==> config.mk <==
export PLATFORM = sky130hd
export DESIGN_NAME = isotp_receive_reassembly_flat
export DESIGN_NICKNAME = d
export VERILOG_FILES = /design/src/rtl/core/isotp_pkg.sv /design/src/rtl/core/isotp_ifs.sv /design/src/rtl/core/isotp_dp.sv /design/src/rtl/core/isotp_ctrl.sv /design/src/rtl/core/isotp_receive_reassembly.sv /design/src/flat_wrapper.sv
export VERILOG_INCLUDE_DIRS = /design/src /design/src/rtl/core
export SDC_FILE = /design/constraint.sdc
export NUM_CORES = 1
export LEC_CHECK = 0
export ABC_AREA = 0
export BUFFER_PORTS_ARGS = -buffer_cell sky130_fd_sc_hd__buf_2
export CAP_MARGIN = 20
export CORE_UTILIZATION = 30
export DETAILED_ROUTE_END_ITERATION = 6
export GPL_ROUTABILITY_DRIVEN = 0
export PLACE_DENSITY = 0.59
export SKIP_CTS_REPAIR_TIMING = 1
export SYNTH_ARGS = -nofsm -noshare
export SYNTH_HDL_FRONTEND = slang
export SYNTH_HIERARCHICAL = 1
export SYNTH_SLANG_ARGS = --single-unit
==> constraint.sdc <==
create_clock -name clk -period 6.33 [get_ports clk]
set_input_delay 0.3165 -clock clk [delete_from_list [all_inputs] [get_ports clk]]
set_output_delay 0.3165 -clock clk [all_outputs]
set_load 0.005 [all_outputs]
==> src/rtl/core/isotp_receive_reassembly_assert.svh <==
// Assertion macros used by the reassembly controller
`ifndef ISOTP_RECEIVE_REASSEMBLY_ASSERT_SVH
`define ISOTP_RECEIVE_REASSEMBLY_ASSERT_SVH

// Same-cycle implication, sampled on clk, off during rst
`define ISOTP_ASSERT_IMP(label, ante, cons, msg) \
  label: assert property (@(posedge clk) disable iff (rst) (ante) |-> (cons)) \
    else $error(msg);

// Next-cycle implication, sampled on clk, off during rst
`define ISOTP_ASSERT_NXT(label, ante, cons, msg) \
  label: assert property (@(posedge clk) disable iff (rst) (ante) |=> (cons)) \
    else $error(msg);

`endif

==> src/rtl/core/isotp_pkg.sv <==
// Shared types and codes of the transport-frame reassembly block
package isotp_pkg;

  localparam int BUF_BYTES_DEF = 32;
  localparam int MSG_LEN_W     = 6;
  localparam int CFG_IDX_W     = 1;
  localparam int CFG_DATA_W    = 16;

  localparam logic [15:0] GAP_TIMEOUT_RST = 16'd1000;
  localparam logic [7:0]  SERVICE_RST     = 8'h27;

  // Register indexes
  localparam logic [CFG_IDX_W-1:0] REG_GAP_TIMEOUT = 1'b0;
  localparam logic [CFG_IDX_W-1:0] REG_SERVICE     = 1'b1;

  // Frame types, high nibble of the control byte
  localparam logic [3:0] FT_SINGLE = 4'h0;
  localparam logic [3:0] FT_FIRST  = 4'h1;
  localparam logic [3:0] FT_CONSEC = 4'h2;
  localparam logic [3:0] FT_FLOW   = 4'h3;

  // Result kinds
  localparam logic [1:0] KIND_FLOW_CTRL = 2'd0;
  localparam logic [1:0] KIND_NEG_RESP  = 2'd1;
  localparam logic [1:0] KIND_MSG_BYTE  = 2'd2;

  // Negative response reasons
  localparam logic [1:0] NRC_BAD_LENGTH  = 2'd0;
  localparam logic [1:0] NRC_SEQUENCE    = 2'd1;
  localparam logic [1:0] NRC_TIMEOUT     = 2'd2;
  localparam logic [1:0] NRC_UNSUPPORTED = 2'd3;

  // Source of the service id echoed in a negative response
  localparam logic [1:0] SVC_STORED = 2'd0;
  localparam logic [1:0] SVC_CONFIG = 2'd1;
  localparam logic [1:0] SVC_BYTE1  = 2'd2;
  localparam logic [1:0] SVC_BYTE2  = 2'd3;

  typedef struct packed {
    logic [7:0][7:0] bytes;
    logic [31:0]     now;
  } frame_t;

  typedef struct packed {
    logic [1:0]           kind;
    logic [7:0]           service;
    logic [1:0]           reason;
    logic [7:0]           data;
    logic [MSG_LEN_W-1:0] length;
    logic                 last;
  } result_t;

  typedef struct packed {
    logic       capture;
    logic       close;
    logic       open_ff;
    logic       advance_cf;
    logic       wr_step;
    logic       drain_start;
    logic       rd_issue;
    logic       drain_next;
    logic       out_load;
    logic [1:0] out_kind;
    logic [1:0] svc_sel;
    logic [1:0] reason;
  } cmd_t;

  typedef struct packed {
    logic       timed_out;
    logic [3:0] ftype;
    logic       len_bad;
    logic       seq_ok;
    logic       active;
    logic       wr_more;
    logic       ff_mode;
    logic       complete;
    logic       svc_match;
    logic       drain_last;
    logic       out_free;
  } sts_t;

endpackage

==> src/rtl/core/isotp_ifs.sv <==
// Valid/ready channel interfaces for frames in and results out
interface isotp_frame_if;
  logic        valid;
  logic        ready;
  logic [7:0]  frame_byte_0;
  logic [7:0]  frame_byte_1;
  logic [7:0]  frame_byte_2;
  logic [7:0]  frame_byte_3;
  logic [7:0]  frame_byte_4;
  logic [7:0]  frame_byte_5;
  logic [7:0]  frame_byte_6;
  logic [7:0]  frame_byte_7;
  logic [31:0] now_ms;

  modport source (
    output valid, frame_byte_0, frame_byte_1, frame_byte_2, frame_byte_3,
           frame_byte_4, frame_byte_5, frame_byte_6, frame_byte_7, now_ms,
    input  ready
  );
  modport sink (
    input  valid, frame_byte_0, frame_byte_1, frame_byte_2, frame_byte_3,
           frame_byte_4, frame_byte_5, frame_byte_6, frame_byte_7, now_ms,
    output ready
  );
endinterface

interface isotp_result_if;
  logic       valid;
  logic       ready;
  logic [1:0] result_kind;
  logic [7:0] nrc_service;
  logic [1:0] nrc_reason;
  logic [7:0] msg_byte;
  logic [5:0] msg_length;
  logic       last;

  modport source (
    output valid, result_kind, nrc_service, nrc_reason, msg_byte, msg_length, last,
    input  ready
  );
  modport sink (
    input  valid, result_kind, nrc_service, nrc_reason, msg_byte, msg_length, last,
    output ready
  );
endinterface

==> src/rtl/core/isotp_dp.sv <==
// Reassembly datapath: frame capture, session registers, message store, result register
module isotp_dp #(
  parameter int BUF_BYTES = isotp_pkg::BUF_BYTES_DEF
) (
  input  logic                               clk,
  input  logic                               rst,
  input  logic                               cfg_we,
  input  logic [isotp_pkg::CFG_IDX_W-1:0]    cfg_index,
  input  logic [isotp_pkg::CFG_DATA_W-1:0]   cfg_data,
  input  isotp_pkg::frame_t                  frame,
  input  isotp_pkg::cmd_t                    cmd,
  output isotp_pkg::sts_t                    sts,
  input  logic                               result_ready,
  output logic                               result_valid,
  output isotp_pkg::result_t                 result
);

  localparam int LEN_W = $clog2(BUF_BYTES + 1);
  localparam int AW    = $clog2(BUF_BYTES);
  localparam int ML_W  = isotp_pkg::MSG_LEN_W;

  // Configuration
  logic [15:0] gap_timeout;
  logic [7:0]  acc_svc;

  // Captured frame
  logic [7:0][7:0] fb;
  logic [31:0]     fnow;

  // Session
  logic             active;
  logic [LEN_W-1:0] exp_len;
  logic [LEN_W-1:0] brx;
  logic [3:0]       nseq;
  logic [31:0]      last_time;
  logic [7:0]       svc_id;
  logic             ff_mode;
  logic [3:0]       sidx;

  // Drain
  logic [LEN_W-1:0] dlen;
  logic [AW-1:0]    didx;
  logic [7:0]       rdata;

  logic [7:0] mem [BUF_BYTES];

  logic [31:0]        gap;
  logic [LEN_W+ML_W-1:0] dlen_ext;
  logic [7:0]         nrc_svc;
  logic               is_neg;
  logic               is_byte;

  always_ff @(posedge clk) begin
    if (rst) begin
      gap_timeout <= isotp_pkg::GAP_TIMEOUT_RST;
      acc_svc     <= isotp_pkg::SERVICE_RST;
    end else if (cfg_we) begin
      if (cfg_index == isotp_pkg::REG_GAP_TIMEOUT) gap_timeout <= cfg_data;
      if (cfg_index == isotp_pkg::REG_SERVICE)     acc_svc     <= cfg_data[7:0];
    end
  end

  always_ff @(posedge clk) begin
    if (cmd.capture) begin
      fb   <= frame.bytes;
      fnow <= frame.now;
    end
  end

  always_ff @(posedge clk) begin
    if (rst) begin
      active    <= 1'b0;
      exp_len   <= '0;
      brx       <= '0;
      nseq      <= '0;
      last_time <= '0;
      ff_mode   <= 1'b0;
      sidx      <= '0;
    end else begin
      priority if (cmd.open_ff) begin
        active    <= 1'b1;
        exp_len   <= LEN_W'(fb[1]);
        brx       <= '0;
        nseq      <= 4'd1;
        last_time <= fnow;
        ff_mode   <= 1'b1;
        sidx      <= 4'd2;
      end else if (cmd.close) begin
        active    <= 1'b0;
        exp_len   <= '0;
        brx       <= '0;
        nseq      <= '0;
        last_time <= '0;
      end else if (cmd.advance_cf) begin
        nseq      <= nseq + 4'd1;
        last_time <= fnow;
        ff_mode   <= 1'b0;
        sidx      <= 4'd1;
      end else if (cmd.wr_step) begin
        brx  <= brx + LEN_W'(1);
        sidx <= sidx + 4'd1;
      end else begin
        // hold the session
      end
    end
  end

  always_ff @(posedge clk) begin
    if (cmd.open_ff) svc_id <= fb[2];
  end

  always_ff @(posedge clk) begin
    if (rst) begin
      didx <= '0;
      dlen <= '0;
    end else if (cmd.drain_start) begin
      didx <= '0;
      dlen <= exp_len;
    end else if (cmd.drain_next) begin
      didx <= didx + AW'(1);
    end
  end

  // Message store: one write and one registered read per cycle
  always_ff @(posedge clk) begin
    if (cmd.wr_step) mem[brx[AW-1:0]] <= fb[sidx[2:0]];
    if (cmd.rd_issue) rdata <= mem[didx];
  end

  always_comb begin
    unique case (cmd.svc_sel)
      isotp_pkg::SVC_STORED: nrc_svc = svc_id;
      isotp_pkg::SVC_CONFIG: nrc_svc = acc_svc;
      isotp_pkg::SVC_BYTE1:  nrc_svc = fb[1];
      default:               nrc_svc = fb[2];
    endcase
  end

  assign dlen_ext = {{ML_W{1'b0}}, dlen};
  assign is_neg   = cmd.out_kind == isotp_pkg::KIND_NEG_RESP;
  assign is_byte  = cmd.out_kind == isotp_pkg::KIND_MSG_BYTE;

  always_ff @(posedge clk) begin
    if (rst) begin
      result_valid <= 1'b0;
    end else if (cmd.out_load) begin
      result_valid <= 1'b1;
    end else if (result_ready) begin
      result_valid <= 1'b0;
    end
  end

  always_ff @(posedge clk) begin
    if (cmd.out_load) begin
      result.kind    <= cmd.out_kind;
      result.service <= is_neg ? nrc_svc : 8'd0;
      result.reason  <= is_neg ? cmd.reason : 2'd0;
      result.data    <= is_byte ? rdata : 8'd0;
      result.length  <= is_byte ? dlen_ext[ML_W-1:0] : {ML_W{1'b0}};
      result.last    <= is_byte ? sts.drain_last : 1'b1;
    end
  end

  assign gap = fnow - last_time;

  always_comb begin
    sts.timed_out  = active && (gap > {16'b0, gap_timeout});
    sts.ftype      = fb[0][7:4];
    sts.len_bad    = (fb[1] == 8'd0) || (9'({1'b0, fb[1]}) > 9'(BUF_BYTES));
    sts.seq_ok     = fb[0][3:0] == nseq;
    sts.active     = active;
    sts.wr_more    = !sidx[3] &&
                     (ff_mode || ((brx < exp_len) && (brx < LEN_W'(BUF_BYTES))));
    sts.ff_mode    = ff_mode;
    sts.complete   = brx >= exp_len;
    sts.svc_match  = svc_id == acc_svc;
    sts.drain_last = didx == AW'(dlen - LEN_W'(1));
    sts.out_free   = !result_valid || result_ready;
  end

endmodule

==> src/rtl/core/isotp_ctrl.sv <==
// Reassembly controller: sequences capture, checks, store writes and message drain
`include "isotp_receive_reassembly_assert.svh"

module isotp_ctrl (
  input  logic             clk,
  input  logic             rst,
  input  logic             frame_valid,
  output logic             frame_ready,
  input  isotp_pkg::sts_t  sts,
  output isotp_pkg::cmd_t  cmd
);

  localparam logic [2:0] S_IDLE  = 3'd0;
  localparam logic [2:0] S_EVAL  = 3'd1;
  localparam logic [2:0] S_WRITE = 3'd2;
  localparam logic [2:0] S_FIN   = 3'd3;
  localparam logic [2:0] S_RD    = 3'd4;
  localparam logic [2:0] S_LD    = 3'd5;

  logic [2:0] state;
  logic [2:0] state_next;

  assign frame_ready = state == S_IDLE;

  always_ff @(posedge clk) begin
    if (rst) state <= S_IDLE;
    else     state <= state_next;
  end

  always_comb begin
    cmd        = '0;
    state_next = state;
    unique case (state)
      S_IDLE: begin
        if (frame_valid) begin
          cmd.capture = 1'b1;
          state_next  = S_EVAL;
        end
      end
      S_EVAL: begin
        // Every result-producing path waits for the result register
        priority if (sts.timed_out) begin
          if (sts.out_free) begin
            cmd.close    = 1'b1;
            cmd.out_load = 1'b1;
            cmd.out_kind = isotp_pkg::KIND_NEG_RESP;
            cmd.svc_sel  = isotp_pkg::SVC_STORED;
            cmd.reason   = isotp_pkg::NRC_TIMEOUT;
            state_next   = S_IDLE;
          end
        end else if (sts.ftype == isotp_pkg::FT_FIRST) begin
          if (sts.out_free) begin
            cmd.close    = 1'b1;
            cmd.out_load = 1'b1;
            if (sts.len_bad) begin
              cmd.out_kind = isotp_pkg::KIND_NEG_RESP;
              cmd.svc_sel  = isotp_pkg::SVC_BYTE2;
              cmd.reason   = isotp_pkg::NRC_BAD_LENGTH;
              state_next   = S_IDLE;
            end else begin
              cmd.open_ff  = 1'b1;
              cmd.out_kind = isotp_pkg::KIND_FLOW_CTRL;
              state_next   = S_WRITE;
            end
          end
        end else if (sts.ftype == isotp_pkg::FT_CONSEC) begin
          if (sts.active && sts.seq_ok) begin
            cmd.advance_cf = 1'b1;
            state_next     = S_WRITE;
          end else if (sts.out_free) begin
            cmd.close    = sts.active;
            cmd.out_load = 1'b1;
            cmd.out_kind = isotp_pkg::KIND_NEG_RESP;
            cmd.svc_sel  = sts.active ? isotp_pkg::SVC_STORED : isotp_pkg::SVC_CONFIG;
            cmd.reason   = isotp_pkg::NRC_SEQUENCE;
            state_next   = S_IDLE;
          end
        end else if (sts.ftype == isotp_pkg::FT_FLOW) begin
          state_next = S_IDLE;
        end else begin
          if (sts.out_free) begin
            cmd.out_load = 1'b1;
            cmd.out_kind = isotp_pkg::KIND_NEG_RESP;
            cmd.svc_sel  = isotp_pkg::SVC_BYTE1;
            cmd.reason   = isotp_pkg::NRC_BAD_LENGTH;
            state_next   = S_IDLE;
          end
        end
      end
      S_WRITE: begin
        if (sts.wr_more) cmd.wr_step = 1'b1;
        else if (sts.ff_mode) state_next = S_IDLE;
        else state_next = S_FIN;
      end
      S_FIN: begin
        priority if (!sts.complete) begin
          state_next = S_IDLE;
        end else if (sts.svc_match) begin
          cmd.drain_start = 1'b1;
          cmd.close       = 1'b1;
          state_next      = S_RD;
        end else begin
          if (sts.out_free) begin
            cmd.close    = 1'b1;
            cmd.out_load = 1'b1;
            cmd.out_kind = isotp_pkg::KIND_NEG_RESP;
            cmd.svc_sel  = isotp_pkg::SVC_STORED;
            cmd.reason   = isotp_pkg::NRC_UNSUPPORTED;
            state_next   = S_IDLE;
          end
        end
      end
      S_RD: begin
        cmd.rd_issue = 1'b1;
        state_next   = S_LD;
      end
      S_LD: begin
        if (sts.out_free) begin
          cmd.out_load   = 1'b1;
          cmd.out_kind   = isotp_pkg::KIND_MSG_BYTE;
          cmd.drain_next = 1'b1;
          state_next     = sts.drain_last ? S_IDLE : S_RD;
        end
      end
      default: state_next = S_IDLE;
    endcase
  end

  `ISOTP_ASSERT_IMP(a_load_needs_room, cmd.out_load, sts.out_free,
                    "result register overwritten before transfer")
  `ISOTP_ASSERT_NXT(a_drain_reads, cmd.drain_start, state == S_RD,
                    "drain did not start with a store read")
  `ISOTP_ASSERT_NXT(a_byte_loop, (state == S_LD) && sts.out_free,
                    (state == S_RD) || (state == S_IDLE), "drain loop left its path")

endmodule

==> src/rtl/core/isotp_receive_reassembly.sv <==
// Receive-side transport-frame reassembly: one 8-byte frame in, zero or more results out.
// A frame is captured and then judged (timeout by a 32-bit wrapping subtract and compare,
// then frame type). A first frame then writes six of its bytes into the message store, a
// consecutive frame up to seven, one byte per cycle on the store's single write port; the
// controller then leaves the write loop and, for a consecutive frame, makes the completion
// check. A completed message drains byte by byte, each byte through a registered store
// read and then a result register load. Results leave through a registered output; a
// stalled output holds the sequence where the next result would be loaded. A new frame is
// taken once the previous one has been fully handled, even while its last result waits in
// the output register. Configuration is to be written through cfg_we/cfg_index/cfg_data
// while the block is idle; the block itself does not enforce this.
module isotp_receive_reassembly #(
  parameter int MSG_BUF_BYTES = isotp_pkg::BUF_BYTES_DEF
) (
  input  logic                             clk,
  input  logic                             rst,
  input  logic                             cfg_we,
  input  logic [isotp_pkg::CFG_IDX_W-1:0]  cfg_index,
  input  logic [isotp_pkg::CFG_DATA_W-1:0] cfg_data,
  isotp_frame_if.sink                      frames,
  isotp_result_if.source                   results
);

  isotp_pkg::frame_t  frame;
  isotp_pkg::cmd_t    cmd;
  isotp_pkg::sts_t    sts;
  isotp_pkg::result_t result;
  logic               out_valid;
  logic               in_ready;

  assign frame.bytes = {frames.frame_byte_7, frames.frame_byte_6,
                        frames.frame_byte_5, frames.frame_byte_4,
                        frames.frame_byte_3, frames.frame_byte_2,
                        frames.frame_byte_1, frames.frame_byte_0};
  assign frame.now    = frames.now_ms;
  assign frames.ready = in_ready;

  isotp_ctrl u_ctrl (
    .clk         (clk),
    .rst         (rst),
    .frame_valid (frames.valid),
    .frame_ready (in_ready),
    .sts         (sts),
    .cmd         (cmd)
  );

  isotp_dp #(
    .BUF_BYTES (MSG_BUF_BYTES)
  ) u_dp (
    .clk          (clk),
    .rst          (rst),
    .cfg_we       (cfg_we),
    .cfg_index    (cfg_index),
    .cfg_data     (cfg_data),
    .frame        (frame),
    .cmd          (cmd),
    .sts          (sts),
    .result_ready (results.ready),
    .result_valid (out_valid),
    .result       (result)
  );

  assign results.valid       = out_valid;
  assign results.result_kind = result.kind;
  assign results.nrc_service = result.service;
  assign results.nrc_reason  = result.reason;
  assign results.msg_byte    = result.data;
  assign results.msg_length  = result.length;
  assign results.last        = result.last;

endmodule
==> src/flat_wrapper.sv <==
// flat-port wrapper written by rule: the top's interface ports become plain ports
module isotp_receive_reassembly_flat 
#(
  parameter int MSG_BUF_BYTES = isotp_pkg::BUF_BYTES_DEF
)
  (clk, rst, cfg_we, cfg_index, cfg_data, frames_valid, frames_frame_byte_0, frames_frame_byte_1, frames_frame_byte_2, frames_frame_byte_3, frames_frame_byte_4, frames_frame_byte_5, frames_frame_byte_6, frames_frame_byte_7, frames_now_ms, frames_ready, results_valid, results_result_kind, results_nrc_service, results_nrc_reason, results_msg_byte, results_msg_length, results_last, results_ready);
  isotp_frame_if frames_i ();
  isotp_result_if results_i ();
  input  logic clk;
  input  logic rst;
  input  logic cfg_we;
  input  logic [isotp_pkg::CFG_IDX_W-1:0] cfg_index;
  input  logic [isotp_pkg::CFG_DATA_W-1:0] cfg_data;
  input wire logic [$bits(frames_i.valid)-1:0] frames_valid;
  input wire logic [$bits(frames_i.frame_byte_0)-1:0] frames_frame_byte_0;
  input wire logic [$bits(frames_i.frame_byte_1)-1:0] frames_frame_byte_1;
  input wire logic [$bits(frames_i.frame_byte_2)-1:0] frames_frame_byte_2;
  input wire logic [$bits(frames_i.frame_byte_3)-1:0] frames_frame_byte_3;
  input wire logic [$bits(frames_i.frame_byte_4)-1:0] frames_frame_byte_4;
  input wire logic [$bits(frames_i.frame_byte_5)-1:0] frames_frame_byte_5;
  input wire logic [$bits(frames_i.frame_byte_6)-1:0] frames_frame_byte_6;
  input wire logic [$bits(frames_i.frame_byte_7)-1:0] frames_frame_byte_7;
  input wire logic [$bits(frames_i.now_ms)-1:0] frames_now_ms;
  output wire logic [$bits(frames_i.ready)-1:0] frames_ready;
  output wire logic [$bits(results_i.valid)-1:0] results_valid;
  output wire logic [$bits(results_i.result_kind)-1:0] results_result_kind;
  output wire logic [$bits(results_i.nrc_service)-1:0] results_nrc_service;
  output wire logic [$bits(results_i.nrc_reason)-1:0] results_nrc_reason;
  output wire logic [$bits(results_i.msg_byte)-1:0] results_msg_byte;
  output wire logic [$bits(results_i.msg_length)-1:0] results_msg_length;
  output wire logic [$bits(results_i.last)-1:0] results_last;
  input wire logic [$bits(results_i.ready)-1:0] results_ready;
  assign frames_i.valid = frames_valid;
  assign frames_i.frame_byte_0 = frames_frame_byte_0;
  assign frames_i.frame_byte_1 = frames_frame_byte_1;
  assign frames_i.frame_byte_2 = frames_frame_byte_2;
  assign frames_i.frame_byte_3 = frames_frame_byte_3;
  assign frames_i.frame_byte_4 = frames_frame_byte_4;
  assign frames_i.frame_byte_5 = frames_frame_byte_5;
  assign frames_i.frame_byte_6 = frames_frame_byte_6;
  assign frames_i.frame_byte_7 = frames_frame_byte_7;
  assign frames_i.now_ms = frames_now_ms;
  assign frames_ready = frames_i.ready;
  assign results_valid = results_i.valid;
  assign results_result_kind = results_i.result_kind;
  assign results_nrc_service = results_i.nrc_service;
  assign results_nrc_reason = results_i.nrc_reason;
  assign results_msg_byte = results_i.msg_byte;
  assign results_msg_length = results_i.msg_length;
  assign results_last = results_i.last;
  assign results_i.ready = results_ready;
  isotp_receive_reassembly #(.MSG_BUF_BYTES(MSG_BUF_BYTES)) u_core (.clk(clk), .rst(rst), .cfg_we(cfg_we), .cfg_index(cfg_index), .cfg_data(cfg_data), .frames(frames_i), .results(results_i));
endmodule
* Word level (Yosys, flattened, before mapping)
Memory sizes are Yosys's and may differ from the RTL's. A register that Yosys moved wholly into a read port is not among the register bits. Cells that the tools add are included.
Operators by class: divide/modulo/power cells 0, reduce and logical (&&, ||, !) cells 28, bitwise gates (word level) 3, equal/unequal tests 20, $mul 0, mux-type cells 84, shift-type cells 0, add/subtract/negate cells 6, order comparisons 6
Operator list (count):
- 32-bit 2-to-1 mux | 3
- 7-bit 2-to-1 mux | 12
- 3-bit 2-to-1 mux | 13
- 1-bit 2-to-1 mux | 36
- 32-bit by 16-bit > comparator with 1-bit output | 1
- 32-bit subtractor | 1
- 8-bit binary-select mux with 3-bit select | 1
- 8-bit one-hot mux with 3 select lines | 1
- 3-bit one-hot mux with 6 select lines | 1
- 4-bit 2-to-1 mux | 4
- 2-bit 2-to-1 mux | 7
- 6-bit 2-to-1 mux | 2
- 2-bit AND reduction | 6
- 3-bit one-hot mux with 3 select lines | 1
- 4-bit by 1-bit adder with 4-bit output, second input constant | 2
- 4-bit by 2-bit == test with 1-bit output, second input constant | 2
- 8-bit == test | 1
- 8-bit by 6-bit > comparator with 1-bit output, second input constant | 1
- 8-bit zero test | 1
- 8-bit 2-to-1 mux | 1
- 4-bit one-hot mux with 2 select lines | 1
- 2-bit nonzero test | 4
- 6-bit by 1-bit adder with 6-bit output, second input constant | 1
- 3-bit by 2-bit == test with 1-bit output, second input constant | 2
- other kinds (27) | 42
Storage, ports and cells: output and inout port bits 29, memories kept 1, input port bits 118, logic and storage cells 179, register bits 224, ROM bits 0, bits in latches 0, RAM bits 256
Memories:
- u_core.u_dp.mem | words 32, bits a word 8, read ports 1, clocked after Yosys merged registers in 1, wr ports 1, line isotp_dp.sv:45 | logic [7:0] mem [BUF_BYTES];

* Logic depth before layout (Yosys ltp)
Gate-level depths: netlist of run 1.
depth after elaboration 10, mapped depth 27, mapped depth without buffers 26

* Cells and area by module
Netlist of run 1, hierarchy kept.
By module, submodules not included:
- isotp_dp | area an instance 21086.5 µm², cells each 1426, sequential area each 13663.1 µm², instances 1
- isotp_ctrl | area an instance 501.7 µm², cells each 71, sequential area each 60.1 µm², instances 1

* Least setup slack after synthesis of run 1
Ideal clock, no wire load.
path kind register to register, start point register u_core.u_dp.fnow[1], end point register, netlist name u_core/u_dp/result[17], period minus slack after synthesis 5936 ps, stages on the path, launching flop included 22, library setup time 266 ps, data arrival time 5669 ps, slack 394 ps, required time 6064 ps, path buffers 1, cells stage by stage edfxtp_1 ha_1 nor2b_1 o2111ai_1 a311o_1 a21oi_2 nor2b_1 xnor2_1 ha_1 nand4_1 nor3_1 a2111oi_0 a21oi_1 or4_1 a2111oi_2 and4b_1 a41oi_1 nor4b_2 o311a_1 clkbuf_1 mux4_2 nor2b_1
RTL lines:
- start: declaration | line isotp_dp.sv:28 | logic [31:0] fnow;
- start signal: assignment | line isotp_dp.sv:66 | fnow <= frame.now;

==> metrics.md, run 1 <==
| Metric | Value |
|---|---|
| Run status | completed |
| Syn Area/Cell | 14.4 µm² |
| FMAX | 167 MHz |
| GRT Util Overall | 14.0% |
| ANT cells | 0 |
| CP Max Fanout | 8 |
| Reg clk slew, reported paths | 0.06 ns |
| Crit path buf inv count | 1 |
| Die ar. | 73000 µm² |
| Crit path cell chain | ha_1 > nor2b_1 > o2111ai_2 > a311o_1 > a21oi_4 > nor2b_1 > xnor2_1 > ha_1 > nand4_1 > nor3_1 > a2111oi_1 > a21oi_1 > or4_1 > a2111oi_2 > and4b_1 > a41oi_1 > nor4b_2 > o311a_1 > buf_6 > mux4_2 > nor2b_1 |
| Pleak | 8.81 nW |
| Sum of negative setup slack | 0 ns |
| Net count after synthesis | 1677 |
| Top_reg_cell synth | edfxtp_1 |
| Starting Density | 30.6% |
| Critical path endpoint category | flip-flop |
| Post-synth top area cell | edfxtp_1 |
| Setup Viol. Count Final | 0 |
| CP delay by family, top | compound AO/OA/AOI/OAI gates |
| Synth Area in Compound Gates | 6.83% |
| Area Overhead vs Synth | 21.6% |
| Vias in the first global route | 13210 |
| Crit start category | flip-flop |
| Pre-CTS setup slack | 0.284 ns |
| Xor and xnor area share after synthesis | 1.87% |
| Main area contributors after synthesis | edfxtp_1 55%, mux4_2 11%, dfxtp_1 8.6%, ha_1 3.5%, nor2_1 2.6% |
| Initial antenna violation count | 0 |
| Post-synth top area share | 54.9% |
| Cells after Synth | 1497 |
| Root Buffer | clkbuf_16 |
| Slowest Stage Delay on Critical Path | 0.55 ns |
| Nets | 1931 |
| CTS HTree Levels | 2 |
| Multi-input gate area | 7290 µm² |
| Slew Limit Fails | 0 |
| WHS | 0.0742 ns |
| Sw Share | 22.4% |
| Internal | 5.45 mW |
| Layout cells sized above 1 | 22.3% |
| Die height | 270 µm |
| Register share of total power | 51.0% |
| Clock Latency Late Sink | 0.63 ns |
| CP Class | reg -> reg |
| Post-synthesis simple-gate area fraction | 8.75% |
| Post-synth EDFFs | 395 |
| Final worst-path cycle share | 94.3% |
| Post-Synthesis Cell Area | 21600 µm² |
| Combinational share of power | 6.4% |
| Slew Limit Headroom | 30.5% |
| Critical Path RT | 6.66 ns |
| Vias | 13410 |
| Worst slew pin tran | 1.04 ns |
| Total power | 7.02 mW |
| Endpoints failing hold | 0 |
| CTS tree | yes |
| Synth Area in Adders | 3.63% |
| Ys Warns | 6 |
| Residual DRC | 0 |
| Number of distinct library cells after synthesis | 79 |
| CTS Buffer Depth | 3 |
| Peak supply drop | 0.218 mV |
| Clk pwr share | 42.5% |
| First-pass GRT wire length | 79100 µm |
| Max-cap viol count | 0 |
| Sequential cell area | 13700 µm² |
| Routed length per instance | 19.2 µm |
| Seq/Total Area, Yosys | 63.6% |
| Power Density | 268 nW/µm² |
| Dpl hpwl | 35300 µm |
| Final Worst Setup Slack | 0.360 ns |
| Commonest cells in the netlist | 395 x edfxtp_1, 149 x nor2_1, 104 x mux4_2 |
| Site Rows | 97 |
| GR Overflow Total | 0 |
| Count leader, synth | edfxtp_1 |
| Remaining antenna violation count after routing | 0 |
| Die width | 270 µm |
| Largest family of logic cells by synthesized area | multiplexers |
| I/O Buffers | 146 |
| Clock sinks | 488 |
| Hold Path Class | in -> reg |
| CP max-delay cell | or4_1 |
| Core box area | 70600 µm² |
| Largest net degree at the start of global routing | 71 |
| Drt first pass iters | 5 |
| Fraction of registers with async set/reset | 0% |
| Initial DRC Count | 1101 |
| FF+latch count, synth | 488 |
| Clk_skew | 0.0359 ns |
| Mux contribution to synthesized area | 12.4% |
| Minimum clock period | 5.97 ns |
| Routed wire length | 52500 µm |
| CP arrival | 6.30 ns |
| Total CTS buffers | 53 |
| Ports | 147 |
| RSZ-0062 raised after global routing | no |
| Fillers | 6671 |
| Psw | 1.57 mW |
| Crit path top cell by count | nor2b_1 |
| Vias per Instance | 4.91 |
==> cell usage in the layout, fill, tap and decap left out, types with 25 or more instances in the layout <==
cell type / netlist / final
xnor2_1: 25 / 25
buf_2: 11 / 146
clkbuf_16: 0 / 53
mux4_2: 104 / 104
nor2_1: 149 / 148
edfxtp_1: 395 / 395
dfxtp_1: 93 / 91
a22oi_1: 34 / 34
nand2_1: 72 / 71
a21oi_1: 73 / 72
ha_1: 61 / 60
inv_1: 77 / 76
dlygate4sd3_1: 0 / 112
==> worst reg2reg max path, stage by stage (launching register included) <==
cell and delay (ns):
edfxtp_1 0.42, ha_1 0.29, nor2b_1 0.20, o2111ai_2 0.16, a311o_1 0.46, a21oi_4 0.23
nor2b_1 0.08, xnor2_1 0.13, ha_1 0.29, nand4_1 0.15, nor3_1 0.09, a2111oi_1 0.39
a21oi_1 0.08, or4_1 0.55, a2111oi_2 0.28, and4b_1 0.25, a41oi_1 0.18, nor4b_2 0.42
o311a_1 0.25, buf_6 0.16, mux4_2 0.51, nor2b_1 0.15
==> sequential cells by signal, indices dropped and copies added, names as in the netlist, 5 cells and up <==
register	count
u_core/u_dp/mem	256
u_core/u_dp/fb	60
u_core/u_dp/fnow	32
u_core/u_dp/last_time	32
u_core/u_dp/result	27
u_core/u_dp/gap_timeout	16
u_core/u_dp/acc_svc	8
u_core/u_dp/rdata	8
u_core/u_dp/svc_id	8
u_core/u_dp/brx	6
u_core/u_dp/dlen	6
u_core/u_dp/exp_len	6
u_core/u_dp/didx	5
==> cell families after synthesis <==
| logic type | count (synthesis) |
|---|---|
| DFF | 488 |
| and+or+nand+nor | 387 |
| AOI/OAI and AO/OA | 220 |
| buffers and inverters | 159 |
| muxes | 135 |
| adders and majority gates | 62 |
| xor gates and xnor gates | 46 |
==> metal layers <==
layer	vias up	global-route usage (%)	part of all wire [%]
met5	-	0	0
met4	0	4.12	2.1
met3	67	2.18	4.6
met2	366	24.8	52
met1	6764	17.5	41
li1	6213	-	-
==> metrics by stage <==
step	area (µm²)	util (%)	cells
after floorplan	21600	-	1497
after global placement	23300	33.0	2521
after detailed placement	23300	33.0	2521
after CTS	25000	35.4	2617
after global routing	26200	37.2	2732
final	26200	37.2	2732
==> worst paths after layout <==
check | start | endpoint | slack, ns | cells after the start
max | u_core/u_dp/fnow[1]$_DFFE_PP_ | u_core/u_dp/result[19]$_SDFFCE_PP0P_ | 0.36 | 21
min | cfg_we | u_core/u_dp/acc_svc[7]$_SDFFE_PP0P_ | 0.07 | 3
max reg2reg | u_core/u_dp/fnow[1]$_DFFE_PP_ | u_core/u_dp/result[19]$_SDFFCE_PP0P_ | 0.36 | 21
min reg2reg | u_core/u_dp/gap_timeout[4]$_SDFFE_PP0P_ | u_core/u_dp/gap_timeout[4]$_SDFFE_PP0P_ | 0.46 | 2
==> cell type report <==
cell class / instances / area share (%)
inverter: 81 / 1.16
timing repair buffer: 277 / 7.81
multi-input combinational: 850 / 27.8
sequential: 488 / 52.3
clock buffer: 73 / 5.57
tap: 940 / 4.48
clock inverter: 23 / 0.915
==> power groups by stage <==
stage | sequential, mW | clock, mW | combinational [mW]
6_report | 3.59 | 2.99 | 0.450
5_1_grt | 3.59 | 3.19 | 0.496
4_1_cts | 3.59 | 3.07 | 0.392
3_5_place_dp | 3.65 | 0 | 0.389
3_3_place_gp | 3.65 | 0 | 0.382
2_1_floorplan | 3.63 | 0 | 0.249
(Power assumes the default switching activity.)
==> inputs of run 2 (changes only) <==
- BUFFER_PORTS_ARGS: -buffer_cell sky130_fd_sc_hd__buf_2 -> default
- DONT_BUFFER_PORTS: default -> 1
- PLACE_DENSITY: 0.59 -> 0.57
==> run 2 against run 1 <==
Effect of this change: design area is 2.6% lower; clock-buffer cell count down 7; clock skew down 0.010 ns.
==> metrics.md, run 2 (synthesis results as in run 1) <==
| Metric | Value |
|---|---|
| Layout cells sized above 1 | 15.2% (was 22.3%) |
| Run status | completed (unchanged) |
| Worst R2R End | u_core/u_dp/result[24]$_SDFFCE_PP0P_ (was u_core/u_dp/result[19]$_SDFFCE_PP0P_) |
| ANT cells | 0 (unchanged) |
| Starting Density | 30.6% (unchanged) |
| Power Density | 272 nW/µm² (was 268 nW/µm²) |
| Fin cells | 2598 (was 2732) |
| Dpl hpwl | 35600 µm (was 35300 µm) |
| Area Overhead vs Synth | 18.5% (was 21.6%) |
| Register share of total power | 51.6% (was 51.0%) |
| Clk pwr share | 42.6% (was 42.5%) |
| Total CTS buffers | 53 (unchanged) |
| Root Buffer | clkbuf_16 (unchanged) |
| Vias in the first global route | 12651 (was 13210) |
| Remaining antenna violation count after routing | 0 (unchanged) |
| Placed instance area | 22600 µm² (was 23300 µm²) |
| Site Rows | 97 (unchanged) |
| FMAX | 167 MHz (about the same) |
| RR Startpoint | u_core/u_dp/fnow[8]$_DFFE_PP_ (was u_core/u_dp/fnow[1]$_DFFE_PP_) |
| Slew Limit Fails | 0 (unchanged) |
| Routed wire length | 52900 µm (was 52500 µm) |
| Initial DRC Count | 1032 (was 1101) |
| R2R cell count | 21 (unchanged) |
| Hold worst-path end | u_core/u_dp/acc_svc[7]$_SDFFE_PP0P_ (unchanged) |
| Final worst-path cycle share | 94.7% (was 94.3%) |
| GRT Util Overall | 14.1% (was 14.0%) |
| Initial antenna violation count | 0 (unchanged) |
| Reg clk slew, reported paths | 0.06 ns (about the same) |
| Vias | 13056 (was 13410) |
| Worst Setup SP | u_core/u_dp/fnow[8]$_DFFE_PP_ (was u_core/u_dp/fnow[1]$_DFFE_PP_) |
| Residual DRC | 0 (unchanged) |
| Sw Share | 22.5% (was 22.4%) |
| Psw | 1.57 mW (about the same) |
| Die ar. | 73000 µm² (unchanged) |
| Crit start category | flip-flop (unchanged) |
| Setup Viol. Count Final | 0 (unchanged) |
| Internal | 5.40 mW (was 5.45 mW) |
| Peak supply drop | 0.210 mV (was 0.218 mV) |
| Max-cap viol count | 0 (unchanged) |
| CTS HTree Levels | 2 (unchanged) |
| Min-delay src | cfg_we (unchanged) |
| Design Area, Final | 25600 µm² (was 26200 µm²) |
| CP Max Fanout | 8 (unchanged) |
| Critical path endpoint category | flip-flop (unchanged) |
| Nets | 1794 (was 1931) |
| Clock sinks | 488 (unchanged) |
| Routed length per instance | 20.3 µm (was 19.2 µm) |
| I/O Buffers | 0 (was 146) |
| CP Class | reg -> reg (unchanged) |
| Worst slew pin tran | 1.12 ns (was 1.04 ns) |
| Die width | 270 µm (unchanged) |
| Die height | 270 µm (unchanged) |
| First-pass GRT wire length | 79000 µm (was 79100 µm) |
| CTS tree | yes (unchanged) |
| GR Overflow Total | 0 (unchanged) |
| Most frequent cells in the layout | 395 x edfxtp_1, 148 x nor2_1, 119 x dlygate4sd3_1 (was 395 x edfxtp_1, 148 x nor2_1, 146 x buf_2) |
| Clk_skew | 0.0259 ns (was 0.0359 ns) |
| Core box area | 70600 µm² (unchanged) |
| Hold Path Class | in -> reg (unchanged) |
| Drt first pass iters | 5 (unchanged) |
| WHS | 0.0840 ns (was 0.0742 ns) |
| Minimum clock period | 5.99 ns (was 5.97 ns) |
| Reg2reg setup slack | 0.34 ns (was 0.36 ns) |
| Largest net degree at the start of global routing | 84 (was 71) |
| Vias per Instance | 5.03 (was 4.91) |
| Most common cell after layout, fill and taps aside | edfxtp_1 (unchanged) |
| Total power | 6.97 mW (was 7.02 mW) |
| CP arrival | 6.34 ns (was 6.30 ns) |
| Ports | 147 (unchanged) |
| Combinational share of power | 5.8% (was 6.4%) |
| Clock Latency Late Sink | 0.62 ns (was 0.63 ns) |
| Max reg flops | 256 (unchanged) |
| CTS Buffer Depth | 3 (unchanged) |
| Slew Limit Headroom | 25.1% (was 30.5%) |
| Endpoints failing hold | 0 (unchanged) |
| WHS Path Cells | 3 (unchanged) |
| Critical Path RT | 6.68 ns (was 6.66 ns) |
| Pleak | 8.27 nW (was 8.81 nW) |
| Placed cells | 2375 (was 2521) |
## run 2: worst max path at each step
stage	endpoint
finish	u_core/u_dp/result[24]$_SDFFCE_PP0P_
global placement	u_core/u_dp/result[24]$_SDFFCE_PP0P_
global route	u_core/u_dp/last_time[30]$_SDFFE_PP0P_
floorplan	u_core/u_dp/result[17]$_SDFFCE_PP0P_
CTS	u_core/u_dp/result[24]$_SDFFCE_PP0P_
detailed placement	u_core/u_dp/result[24]$_SDFFCE_PP0P_
## run 2: stage by stage
stage / utilization, % / TNS [ns] / setup WS (ns)
2_1_floorplan: - / 0 / 0.394
3_3_place_gp: 31.9 / 0 / 0.274
3_5_place_dp: 31.9 / 0 / 0.160
4_1_cts: 34.3 / 0 / 0.124
5_1_grt: 36.2 / -0.231 / -0.0363
6_report: 36.2 / 0 / 0.337
## run 2: per-layer routing
layer | GRT usage, % | share of wire, % | up-vias
li1 | - | - | 5950
met1 | 17.6 | 41 | 6680
met2 | 25.2 | 52 | 346
met3 | 2.36 | 4.6 | 80
met4 | 3.91 | 2.0 | 0
met5 | 0 | 0 | -
## run 2: power by group through the flow
stage	logic [mW]	clock network, mW	registers [mW]
2_1_floorplan	0.249	0	3.63
3_3_place_gp	0.317	0	3.66
3_5_place_dp	0.324	0	3.66
4_1_cts	0.326	3.06	3.59
5_1_grt	0.448	3.17	3.60
6_report	0.407	2.97	3.59
## run 2: layout make-up
class,count,area (µm²)
Tap cell,940,1180
Fill cell,6697,45100
Sequential cell,488,13700
Timing Repair Buffer,140,1400
Clock buffer,66,1390
Inverter,81,304
Clock inverter,33,285
Multi-Input combinational cell,850,7290
## run 2: critical path, stage by stage (launching register included)
cell and delay [ns]:
edfxtp_1 0.41, ha_1 0.43, and3_1 0.21, nand3_1 0.08, a311o_1 0.42, a21oi_2 0.19, nor2b_1 0.07, xnor2_1 0.13
ha_1 0.30, nand4_1 0.15, nor3_1 0.10, a2111oi_2 0.36, a21oi_1 0.08, or4_1 0.56, a2111oi_2 0.29, and4b_1 0.25
a41oi_2 0.18, nor4b_4 0.45, o311a_1 0.26, buf_6 0.16, mux4_2 0.51, nor2b_1 0.14
==> inputs of run 3 (changes only) <==
- RECOVER_POWER: default -> 50
==> run 3 against run 2 <==
Effect of this change: the flow now finishes with violations (max-capacitance violations, max-slew violations); wire length is 0.22% higher; via count shrank 0.40%; maximum frequency grew 0.22%; global-route usage is the same; worst hold slack worse by 0.0026 ns; critical path depth increased by 2; sequential share of layout area about the same.
==> metrics.md, run 3 (synthesis results as in run 1) <==
| Metric | Value |
|---|---|
| Final Worst Setup Slack | 0.350 ns (was 0.337 ns) |
| Placed instance area | 22600 µm² (unchanged) |
| Wl on met1 | 21900 µm (was 21800 µm) |
| Site Rows | 97 (unchanged) |
| Routed length per instance | 20.4 µm (was 20.3 µm) |
| Most common cell after layout, fill and taps aside | edfxtp_1 (unchanged) |
| Die width | 270 µm (unchanged) |
| Initial antenna violation count | 1 (was 0) |
| Pleak | 8.27 nW (about the same) |
| Largest net degree at the start of global routing | 84 (unchanged) |
| Vias in the first global route | 12651 (unchanged) |
| Critical path endpoint category | flip-flop (unchanged) |
| Vias per Instance | 5.01 (was 5.03) |
| Clock sinks | 488 (unchanged) |
| Slew Limit Fails | 67 (was 0) |
| Remaining antenna violation count after routing | 0 (unchanged) |
| Reg clk slew, reported paths | 0.06 ns (about the same) |
| Max-cap viol count | 1 (was 0) |
| I/O Buffers | 0 (unchanged) |
| Hold Path Class | in -> reg (unchanged) |
| R2R cell count | 23 (was 21) |
| Sw Share | 22.5% (about the same) |
| Internal | 5.40 mW (about the same) |
| Critical Path RT | 6.68 ns (about the same) |
| Run status | finished, violations left (was completed) |
| Clk_skew | 0.0252 ns (was 0.0259 ns) |
| Endpoints failing hold | 0 (unchanged) |
| Min-delay src | cfg_we (unchanged) |
| Minimum clock period | 5.98 ns (was 5.99 ns) |
| Reg2reg setup slack | 0.35 ns (was 0.34 ns) |
| Root Buffer | clkbuf_16 (unchanged) |
| Total power | 6.97 mW (about the same) |
| Combinational share of power | 5.8% (about the same) |
| Residual DRC | 0 (unchanged) |
| CP Max Fanout | 8 (unchanged) |
| WHS Path Cells | 3 (unchanged) |
| Register share of total power | 51.6% (about the same) |
| Ports | 147 (unchanged) |
| GRT Util Overall | 14.1% (unchanged) |
| Clock Latency Late Sink | 0.62 ns (about the same) |
| Met2 wire length | 27500 µm (was 27600 µm) |
| Slew Limit Headroom | -204% (was 25.1%) |
| Total CTS buffers | 53 (unchanged) |
| Routed wire length | 53000 µm (was 52900 µm) |
| CTS Buffer Depth | 3 (unchanged) |
| Hold worst-path end | u_core/u_dp/acc_svc[7]$_SDFFE_PP0P_ (unchanged) |
| Worst R2R End | u_core/u_dp/result[24]$_SDFFCE_PP0P_ (unchanged) |
| Die height | 270 µm (unchanged) |
| Most frequent cells in the layout | 395 x edfxtp_1, 148 x nor2_1, 119 x dlygate4sd3_1 (unchanged) |
| CP arrival | 6.33 ns (was 6.34 ns) |
| Layout cells sized above 1 | 14.5% (was 15.2%) |
| Design Area, Final | 25600 µm² (about the same) |
| Nets | 1794 (unchanged) |
| Die ar. | 73000 µm² (unchanged) |
| CP Class | reg -> reg (unchanged) |
| Psw | 1.57 mW (about the same) |
| Failing checks | max-capacitance violations, max-slew violations |
| Max reg flops | 256 (unchanged) |
| CTS tree | yes (unchanged) |
| Vias | 13004 (was 13056) |
| Crit start category | flip-flop (unchanged) |
| Met3 Wirelength | 2450 µm (about the same) |
| Area Overhead vs Synth | 18.4% (was 18.5%) |
| Clk pwr share | 42.6% (about the same) |
| Sum of negative setup slack | 0 ns (unchanged) |
| FMAX | 167 MHz (about the same) |
| Pre-CTS setup slack | 0.160 ns (unchanged) |
| Final core occ | 36.2% (about the same) |
| First-pass GRT wire length | 79000 µm (unchanged) |
| Drt first pass iters | 5 (unchanged) |
| Worst slew pin tran | 4.56 ns (was 1.12 ns) |
| Final worst-path cycle share | 94.5% (was 94.7%) |
| CTS HTree Levels | 2 (unchanged) |
| Core box area | 70600 µm² (unchanged) |
| Initial DRC Count | 967 (was 1032) |
| Top routing layer used | met4 (unchanged) |
| RR Startpoint | u_core/u_dp/fnow[1]$_DFFE_PP_ (was u_core/u_dp/fnow[8]$_DFFE_PP_) |
| Setup Viol. Count Final | 0 (unchanged) |
| Dpl hpwl | 35600 µm (unchanged) |
| Peak supply drop | 0.201 mV (was 0.210 mV) |
| Starting Density | 30.6% (unchanged) |
| GR Overflow Total | 0 (unchanged) |
| ANT cells | 0 (unchanged) |
| Power Density | 273 nW/µm² (was 272 nW/µm²) |
## run 3: how the worst max path moves through the flow
stage	from	to	cells past startpoint
final	u_core/u_dp/fnow[1]$_DFFE_PP_	u_core/u_dp/result[24]$_SDFFCE_PP0P_	23
after global routing	u_core/u_dp/fnow[8]$_DFFE_PP_	u_core/u_dp/last_time[30]$_SDFFE_PP0P_	23
after CTS	u_core/u_dp/fnow[2]$_DFFE_PP_	u_core/u_dp/result[24]$_SDFFCE_PP0P_	20
after detailed placement	u_core/u_dp/fnow[2]$_DFFE_PP_	u_core/u_dp/result[24]$_SDFFCE_PP0P_	20
after global placement	u_core/u_dp/fnow[0]$_DFFE_PP_	u_core/u_dp/result[24]$_SDFFCE_PP0P_	24
after floorplan	u_core/u_dp/fnow[1]$_DFFE_PP_	u_core/u_dp/result[17]$_SDFFCE_PP0P_	21
## run 3: critical path, stage by stage (launching register included)
cell and delay [ns]:
edfxtp_1 0.42, ha_1 0.30, nor2b_1 0.14, o2111ai_1 0.27
a31oi_1 0.15, o21ai_0 0.17, nand2b_1 0.11, a21boi_1 0.22
xnor2_1 0.15, ha_1 0.26, a21o_1 0.16, nand3_1 0.07
a21oi_1 0.07, a2111oi_2 0.33, a21oi_1 0.08, or4_1 0.56
a2111oi_2 0.29, and4b_1 0.25, a41oi_2 0.18, nor4b_4 0.45
o311a_1 0.26, buf_6 0.16, mux4_2 0.51, nor2b_1 0.14
## run 3: final cells by class
class	count	area, µm²
multi-input combinational	850	7290
fill	6698	45100
sequential	488	13700
clock buffer	66	1390
inverter	81	304
tap	940	1180
clock inverter	33	285
timing repair buffer	140	1400
## run 3: power by group through the flow
stage / clock [mW] / combinational, mW / sequential, mW
floorplan: 0 / 0.249 / 3.63
detailed placement: 0 / 0.324 / 3.66
global route: 3.17 / 0.447 / 3.60
finish: 2.97 / 0.405 / 3.60
global placement: 0 / 0.317 / 3.66
CTS: 3.06 / 0.326 / 3.59
## run 3: metal layers
metal | vias up | track usage [%]
li1 | 5947 | -
met1 | 6618 | 17.6
met2 | 359 | 25.2
met3 | 80 | 2.36
met4 | 0 | 3.91
met5 | - | 0
## run 3: metrics by stage
stage | hold WS (ns) | instances
final | 0.0814 | 2598
after global routing | 0.0979 | 2598
after CTS | -0.245 | 2474
after detailed placement | 0.403 | 2375
after global placement | 0.400 | 2375
after floorplan | 0.386 | 1497
